$ cat src/design/kefuf_pkg.sv
// Shared constants for the spanning-tree edge filter.
`default_nettype none
package kefuf_pkg;

  // Fixed field widths of the stream payload and the register.
  localparam int unsigned VTX_W = 8;   // vertex index fields
  localparam int unsigned CNT_W = 8;   // taken-edge counter
  localparam int unsigned VC_W  = 9;   // vertex_count register
  localparam int unsigned RANK_W = 4;  // union-by-rank rank

  localparam logic [RANK_W-1:0] RANK_MAX = {RANK_W{1'b1}};

  // Defaults for the top-level parameters.
  localparam int unsigned MAX_VERTICES_DEF = 256;
  localparam int unsigned WEIGHT_BITS_DEF  = 16;
  localparam int unsigned VC_RESET         = 256;

endpackage
`default_nettype wire

$ cat src/design/kruskal_edge_filter_union_find.sv
// Spanning-tree edge filter: union-find table with path compression and union by rank.
// An edge with a bad endpoint, or one that arrives with the tree already complete, goes
// straight to the result register. Otherwise the sequencer finds the root of each endpoint
// in turn and compresses its path, then joins the two roots, with a rank update when
// equal ranks are joined. One edge at a time: every step shares the single write
// port of the table memory. Reset clears the table valid bits at once; no clearing pass.
`default_nettype none
module kruskal_edge_filter_union_find
  import kefuf_pkg::*;
#(
  parameter int unsigned MAX_VERTICES = MAX_VERTICES_DEF,
  parameter int unsigned WEIGHT_BITS  = WEIGHT_BITS_DEF
) (
  input  wire logic clk_i,
  input  wire logic rst_ni,

  // Configuration: vertex_count
  input  wire logic            cfg_we_i,
  input  wire logic [VC_W-1:0] cfg_wdata_i,

  // Edge stream in
  input  wire logic                                        s_axis_tvalid,
  output logic                                             s_axis_tready,
  // tdata, low to high: src_vertex, dest_vertex, edge_weight, new_graph
  input  wire logic [((2*VTX_W+WEIGHT_BITS+1+7)/8)*8-1:0]  s_axis_tdata,
  input  wire logic                                        s_axis_tlast,   // last_edge

  // Result stream out
  output logic                                             m_axis_tvalid,
  input  wire logic                                        m_axis_tready,
  // tdata, low to high: taken, tree_src, tree_dest, tree_weight, tree_count,
  //                     tree_complete, bad_vertex
  output logic [((2*VTX_W+WEIGHT_BITS+CNT_W+3+7)/8)*8-1:0] m_axis_tdata,
  output logic                                             m_axis_tlast    // end_of_graph
);

  localparam int unsigned IW  = ((2*VTX_W+WEIGHT_BITS+1+7)/8)*8;
  localparam int unsigned OW  = ((2*VTX_W+WEIGHT_BITS+CNT_W+3+7)/8)*8;
  localparam int unsigned VW  = (MAX_VERTICES > 1) ? $clog2(MAX_VERTICES) : 1;
  localparam int unsigned CW  = $clog2(MAX_VERTICES + 1);
  localparam int unsigned EW  = (CW > VC_W) ? CW : VC_W;
  localparam int unsigned MW  = RANK_W + VW;

  // Sequencer states
  localparam logic [2:0] S_IDLE     = 3'd0;
  localparam logic [2:0] S_ROOT_RD  = 3'd1;
  localparam logic [2:0] S_ROOT_CHK = 3'd2;
  localparam logic [2:0] S_CMP_RD   = 3'd3;
  localparam logic [2:0] S_CMP_WR   = 3'd4;
  localparam logic [2:0] S_UNION    = 3'd5;
  localparam logic [2:0] S_RANK     = 3'd6;
  localparam logic [2:0] S_DONE     = 3'd7;

  // Input field unpacking
  logic [VTX_W-1:0]       in_src, in_dst;
  logic [WEIGHT_BITS-1:0] in_w;
  logic                   in_new;

  assign in_src = s_axis_tdata[VTX_W-1:0];
  assign in_dst = s_axis_tdata[2*VTX_W-1:VTX_W];
  assign in_w   = s_axis_tdata[2*VTX_W+WEIGHT_BITS-1:2*VTX_W];
  assign in_new = s_axis_tdata[2*VTX_W+WEIGHT_BITS];

  // Registers
  logic [VC_W-1:0]        vc_q;
  logic [2:0]             state_q;
  logic [VW-1:0]          cur_q, start_q, root_q, rx_q, ry_q;
  logic [RANK_W-1:0]      rkx_q, rky_q;
  logic                   phase_q;
  logic [VTX_W-1:0]       src_q, dst_q;
  logic [WEIGHT_BITS-1:0] w_q;
  logic                   last_q, bad_q, take_q;
  logic [CNT_W-1:0]       cnt_q;
  logic [MAX_VERTICES-1:0] vld_q;

  // Output register
  logic                   ov_q, o_take_q, o_cmp_q, o_bad_q, o_last_q;
  logic [VTX_W-1:0]       o_src_q, o_dst_q;
  logic [WEIGHT_BITS-1:0] o_w_q;
  logic [CNT_W-1:0]       o_cnt_q;

  // Table memory: {rank, parent}; an entry with its valid bit low reads as
  // parent = own index, rank = 0.
  logic [MW-1:0] mem [MAX_VERTICES];
  logic [MW-1:0] rd_q;
  logic          rd_vld_q;

  // Effective vertex count (clamped to table depth) and tree target
  logic [EW-1:0] eff, target;
  always_comb begin
    eff = (EW'(vc_q) < EW'(MAX_VERTICES)) ? EW'(vc_q) : EW'(MAX_VERTICES);
    target = (eff == '0) ? '0 : eff - EW'(1);
  end

  // Entry seen at cur_q, defaults applied for never-written entries
  logic [VW-1:0]     pe;
  logic [RANK_W-1:0] rk;
  assign pe = rd_vld_q ? rd_q[VW-1:0] : cur_q;
  assign rk = rd_vld_q ? rd_q[MW-1:VW] : '0;

  // Accept-time checks
  logic          in_bad;
  logic [CNT_W-1:0] cnt_eff;
  assign in_bad  = (EW'(in_src) >= eff) || (EW'(in_dst) >= eff);
  assign cnt_eff = in_new ? '0 : cnt_q;

  assign s_axis_tready = (state_q == S_IDLE);

  logic acc;
  assign acc = s_axis_tvalid && s_axis_tready;

  logic out_free;
  assign out_free = !ov_q || m_axis_tready;

  // Single write port
  logic          we;
  logic [VW-1:0] waddr;
  logic [MW-1:0] wdata;

  always_comb begin
    we    = 1'b0;
    waddr = cur_q;
    wdata = {rk, root_q};
    case (state_q)
      S_CMP_WR: begin
        we = 1'b1;
      end
      S_UNION: begin
        if (rx_q != ry_q) begin
          we = 1'b1;
          if (rkx_q < rky_q) begin
            waddr = rx_q;
            wdata = {rkx_q, ry_q};
          end else begin
            waddr = ry_q;
            wdata = {rky_q, rx_q};
          end
        end
      end
      S_RANK: begin
        we    = 1'b1;
        waddr = rx_q;
        wdata = {(rkx_q < RANK_MAX) ? rkx_q + RANK_W'(1) : rkx_q, rx_q};
      end
      default: begin
        we = 1'b0;
      end
    endcase
  end

  always_ff @(posedge clk_i) begin
    if (we) begin
      mem[waddr] <= wdata;
    end
    rd_q <= mem[cur_q];
  end

  // Configuration register
  always_ff @(posedge clk_i or negedge rst_ni) begin
    if (!rst_ni) begin
      vc_q <= VC_W'(VC_RESET);
    end else if (cfg_we_i) begin
      vc_q <= cfg_wdata_i;
    end
  end

  // Sequencer and control
  always_ff @(posedge clk_i or negedge rst_ni) begin
    if (!rst_ni) begin
      state_q  <= S_IDLE;
      vld_q    <= '0;
      rd_vld_q <= 1'b0;
      cnt_q    <= '0;
      phase_q  <= 1'b0;
      take_q   <= 1'b0;
      bad_q    <= 1'b0;
      ov_q     <= 1'b0;
    end else begin
      rd_vld_q <= vld_q[cur_q];
      if (we) begin
        vld_q[waddr] <= 1'b1;
      end
      // Drop the result after its transfer unless S_DONE loads the next one
      if (ov_q && m_axis_tready && (state_q != S_DONE)) begin
        ov_q <= 1'b0;
      end

      case (state_q)
        S_IDLE: begin
          if (acc) begin
            // A new graph drops every table entry back to its reset value
            if (in_new) begin
              vld_q <= '0;
              cnt_q <= '0;
            end
            bad_q   <= in_bad;
            take_q  <= 1'b0;
            phase_q <= 1'b0;
            cur_q   <= VW'(in_src);
            start_q <= VW'(in_src);
            if (in_bad || (EW'(cnt_eff) >= target)) begin
              state_q <= S_DONE;
            end else begin
              state_q <= S_ROOT_RD;
            end
          end
        end
        S_ROOT_RD: begin
          state_q <= S_ROOT_CHK;
        end
        S_ROOT_CHK: begin
          if (pe == cur_q) begin
            // Root found: record it, then walk the path again to compress it
            root_q <= cur_q;
            if (!phase_q) begin
              rx_q  <= cur_q;
              rkx_q <= rk;
            end else begin
              ry_q  <= cur_q;
              rky_q <= rk;
            end
            cur_q   <= start_q;
            state_q <= S_CMP_RD;
          end else begin
            cur_q   <= pe;
            state_q <= S_ROOT_RD;
          end
        end
        S_CMP_RD: begin
          if (cur_q == root_q) begin
            if (!phase_q) begin
              phase_q <= 1'b1;
              cur_q   <= VW'(dst_q);
              start_q <= VW'(dst_q);
              state_q <= S_ROOT_RD;
            end else begin
              state_q <= S_UNION;
            end
          end else begin
            state_q <= S_CMP_WR;
          end
        end
        S_CMP_WR: begin
          // Point this vertex at the root, advance to its old parent
          cur_q   <= pe;
          state_q <= S_CMP_RD;
        end
        S_UNION: begin
          if (rx_q != ry_q) begin
            take_q <= 1'b1;
            cnt_q  <= cnt_q + CNT_W'(1);
            if (rkx_q == rky_q) begin
              state_q <= S_RANK;
            end else begin
              state_q <= S_DONE;
            end
          end else begin
            state_q <= S_DONE;
          end
        end
        S_RANK: begin
          state_q <= S_DONE;
        end
        S_DONE: begin
          // Hold the result until the output register is free
          if (out_free) begin
            ov_q    <= 1'b1;
            state_q <= S_IDLE;
          end
        end
        default: begin
          state_q <= S_IDLE;
        end
      endcase
    end
  end

  // Edge payload capture and output payload
  always_ff @(posedge clk_i) begin
    if (acc) begin
      src_q  <= in_src;
      dst_q  <= in_dst;
      w_q    <= in_w;
      last_q <= s_axis_tlast;
    end
    if ((state_q == S_DONE) && out_free) begin
      o_take_q <= take_q;
      o_src_q  <= src_q;
      o_dst_q  <= dst_q;
      o_w_q    <= w_q;
      o_cnt_q  <= cnt_q;
      o_cmp_q  <= (EW'(cnt_q) >= target);
      o_bad_q  <= bad_q;
      o_last_q <= last_q;
    end
  end

  assign m_axis_tvalid = ov_q;
  assign m_axis_tlast  = o_last_q;
  assign m_axis_tdata  = OW'({o_bad_q, o_cmp_q, o_cnt_q, o_w_q, o_dst_q, o_src_q, o_take_q});

  // IW only sizes the input port
  logic unused_in;
  assign unused_in = ^s_axis_tdata[IW-1:2*VTX_W+WEIGHT_BITS];

endmodule
`default_nettype wire

$ cat config.mk
export PLATFORM = sky130hd
export DESIGN_NAME = kruskal_edge_filter_union_find
export DESIGN_NICKNAME = d
export VERILOG_FILES = /design/src/design/kefuf_pkg.sv /design/src/design/kruskal_edge_filter_union_find.sv
export SDC_FILE = /design/constraint.sdc
export NUM_CORES = 2
export LEC_CHECK = 0
export ABC_AREA = 1
export BUFFER_PORTS_ARGS = -buffer_cell sky130_fd_sc_hd__buf_2
export CAP_MARGIN = 20
export CORE_AREA = 2 2 716 576
export DETAILED_ROUTE_END_ITERATION = 8
export DIE_AREA = 0 0 718 578
export PLACE_DENSITY = 0.51
export SYNTH_ARGS = -nofsm -noshare
export SYNTH_HDL_FRONTEND = slang
export SYNTH_SLANG_ARGS = --single-unit
$ cat constraint.sdc
create_clock -name clk_i -period 28.9 [get_ports clk_i]
set_clock_uncertainty 0.15 [all_clocks]
set_input_delay 5.78 -clock clk_i [delete_from_list [all_inputs] [get_ports clk_i]]
set_output_delay 5.78 -clock clk_i [all_outputs]
set_load 0.03 [all_outputs]
==> summary.md <==
| Metric | Value |
|---|---|
| Asr flop ratio synth | `8.05%` |
| Nets | `11900` |
| Mapped Cells | `12000` |
| Port Buffers | `93` |
| Rel. slew slack | `17.6%` |
| CP endpoint kind | `output pin` |
| Compound-Gate Fraction of Synth Area | `9.55%` |
| Core area | `408000 um^2` |
| Reg clk slew, reported paths | `60 ps` |
| Crit Path Max Fanout | `6` |
| XOR/XNOR Fraction of Synth Area | `0.0923%` |
| Fmax achieved | `124 MHz` |
| RePlAce Congestion | `0.853` |
| H-tree depth | `5` |
| PwrDens | `106 nW/um^2` |
| Row count | `210` |
| Top post-synthesis cells by count | `edfxtp_1, nand2_1, nand3_1, o21ai_0, nor2_1` |
| Req. time, crit path | `22970 ps` |
| Cts hold-fix bufs | `0` |
| Mapped cell area | `142000 um^2` |
| Via count | `92100` |
| Antenna Violating Nets Remaining | `0` |
| Layout cells sized above 1 | `6.87%` |
| Critical Path AT | `2120 ps` |
| Drt initial violations | `9418` |
| Max Transition Viols Final | `0` |
| Seq/Total Area, Yosys | `72.6%` |
| Final period util | `27.9%` |
| First-pass GRT wire length | `604 mm` |
| Tmin final | `8050 ps` |
| Placed Area | `148000 um^2` |
| Root buf cell | `clkbuf_16` |
| Tot GR Track Use | `19.3%` |
| Synth area leader | `edfxtp_1` |
| Util after Layout | `39.0%` |
| Max clock buf depth | `4` |
| Post-Route WL | `415 mm` |
| Worst skew pair latency | `920 ps` |
| Number of global-route vias before repair | `85700` |
| Area grow syn2layout | `11.7%` |
| DRC | `0` |
| RSZ-0062 raised after global routing | `no` |
| Detailed Routing Iterations Pass 1 | `5` |
| Library cells used by synthesis | `51` |
| Status | `finished, final reports clean` |
| Peak supply drop | `0.0945 mV` |
| Sink Count | `3490` |
| Initial antenna violation count | `12` |
| Adder-Cell Fraction of Synth Area | `0.343%` |
| CP Launch Type | `register` |
| Fin. Hold Viols | `0` |
| Largest net degree at the start of global routing | `197` |
| CP Class | `register to output pin` |
| Wire per inst | `23.7 um` |
| Hpwl dp | `228 mm` |
| Final setup violation count | `0` |
| Min-delay worst type | `register to register` |
| Mean Syn Cell Area | `11.8 um^2` |
| LEAKAGE | `56.5 nW` |
| Die Y | `578 um` |
| Pin slew with the least headroom to its limit | `1240 ps` |
| MaxCap Viol Count | `0` |
| I/O pin count | `106` |
| Most common cell in the netlist | `edfxtp_1` |
| Yosys reg bits | `3490` |
| Post-Synth Simple-Gate Area | `12.9%` |
| Die width | `718 um` |
| Post-synthesis mux area share | `0.00791%` |
| Ys flop type | `edfxtp_1` |
| Area of the die | `415000 um^2` |
| Post_cts resized | `0` |
| Final Cell Area | `159000 um^2` |
| Gr ovfl total | `0` |
| Total negative slack | `0 ps` |
| Yosys top cell area share | `67.4%` |
| Starting Density | `34.9%` |
| Clock tree from TritonCTS | `built` |
| Post-CTS Setup Bufs | `0` |
| Ranking of synthesized cells by area | `edfxtp_1, nand3_1, dfrtp_1` |
| Vias/cell | `5.25` |
| TritonCTS buffer count | `346` |
| Synth warn | `0` |
| Largest family of logic cells by synthesized area | `simple AND/OR/NAND/NOR gates` |
| Number of enable flip-flop cells after synthesis | `3197` |
[worst paths after layout]
check	start	endpoint	slack, ps	cells after the start
max in group asynchronous	rst_ni	vld_q[107]$_DFF_PN0_	21940	3
worst max register to register	cur_q[0]$_DFFE_PP_	rd_q[11]$_DFF_P_	22450	14
worst min-delay path	w_q[11]$_DFFE_PP_	o_w_q[11]$_DFFE_PP_	270	0
min in group asynchronous	rst_ni	vc_q[1]$_DFFE_PN0P_	4630	1
worst max-delay path	state_q[0]$_DFFE_PN0P_	s_axis_tready	20850	4
worst min register to register	w_q[11]$_DFFE_PP_	o_w_q[11]$_DFFE_PP_	270	0
[critical path: stages, from the launching register on]
cell	delay [ps]
dfrtp_1	460
nor2_1	150
inv_1	70
nor2_1	250
buf_2	280
[stage by stage]
step           total power (W)  setup WS (ps)  hold slack (ps)  instances
6_report                0.0169          20850              265      17500
2_1_floorplan           0.0106           7870              250      12100
4_1_cts                 0.0169          20770              265      17500
3_3_place_gp            0.0125          20800              250      16900
5_1_grt                 0.0177          20670              267      17500
3_5_place_dp            0.0125          20780              255      16900
[area by class of cell]
| type | instances | area (um^2) |
|---|---|---|
| sequential | 3490 | 103000 |
| tap | 5406 | 6760 |
| inverter | 835 | 3170 |
| antenna | 3 | 7.51 |
| clock buffer | 475 | 9550 |
| fill | 39100 | 249000 |
| timing repair buffer | 264 | 2100 |
| multi-input combinational | 6908 | 32700 |
| clock inverter | 157 | 1410 |
[cell usage in the layout, fill, tap and decap left out, types with 31 or more instances in the layout]
cell / netlist / final
edfxtp_1: 3197 / 3197
nand2_1: 1661 / 1661
nand3_1: 1492 / 1492
o21ai_0: 1383 / 1383
nor2_1: 1037 / 1035
inv_1: 822 / 819
a21oi_1: 651 / 651
o22ai_1: 493 / 493
clkbuf_16: 0 / 354
dfrtp_1: 280 / 280
buf_4: 33 / 144
clkbuf_1: 519 / 97
buf_2: 109 / 92
clkinv_1: 2 / 57
clkinv_2: 0 / 57
ha_1: 39 / 39
nor2_4: 25 / 31
[sequential cells by signal, summed over array words and instances (netlist names), 9 cells and up]
name	count
mem	3072
vld_q	256
o_w_q	16
w_q	16
rd_q	12
vc_q	9
[report_power, final]
group | switching [W] | internal, W
Combinational | 0.00451 | 0.00128
Sequential | 0.000102 | 0.00651
Clock | 0.00196 | 0.00252
[kinds of logic after synthesis]
kind of cell | after synthesis
AO/OA/AOI/OAI | 2569
XOR/XNOR | 15
adder cells (fa/ha/maj) | 39
buffers and inverters | 1653
flip-flops | 3490
multiplexers | 1
other | 1
AND/OR/NAND/NOR | 4279
[metal layers]
layer  up-vias  GRT usage (%)  part of all wire [%]
met3       522           3.56                   7.0
met1     46200           28.5                    46
met5         -              0                0.0053
met2      2759           29.4                    44
li1      42500              -                     -
met4         4           4.70                   2.4
Note: power is estimated with default switching activity, not from simulation.
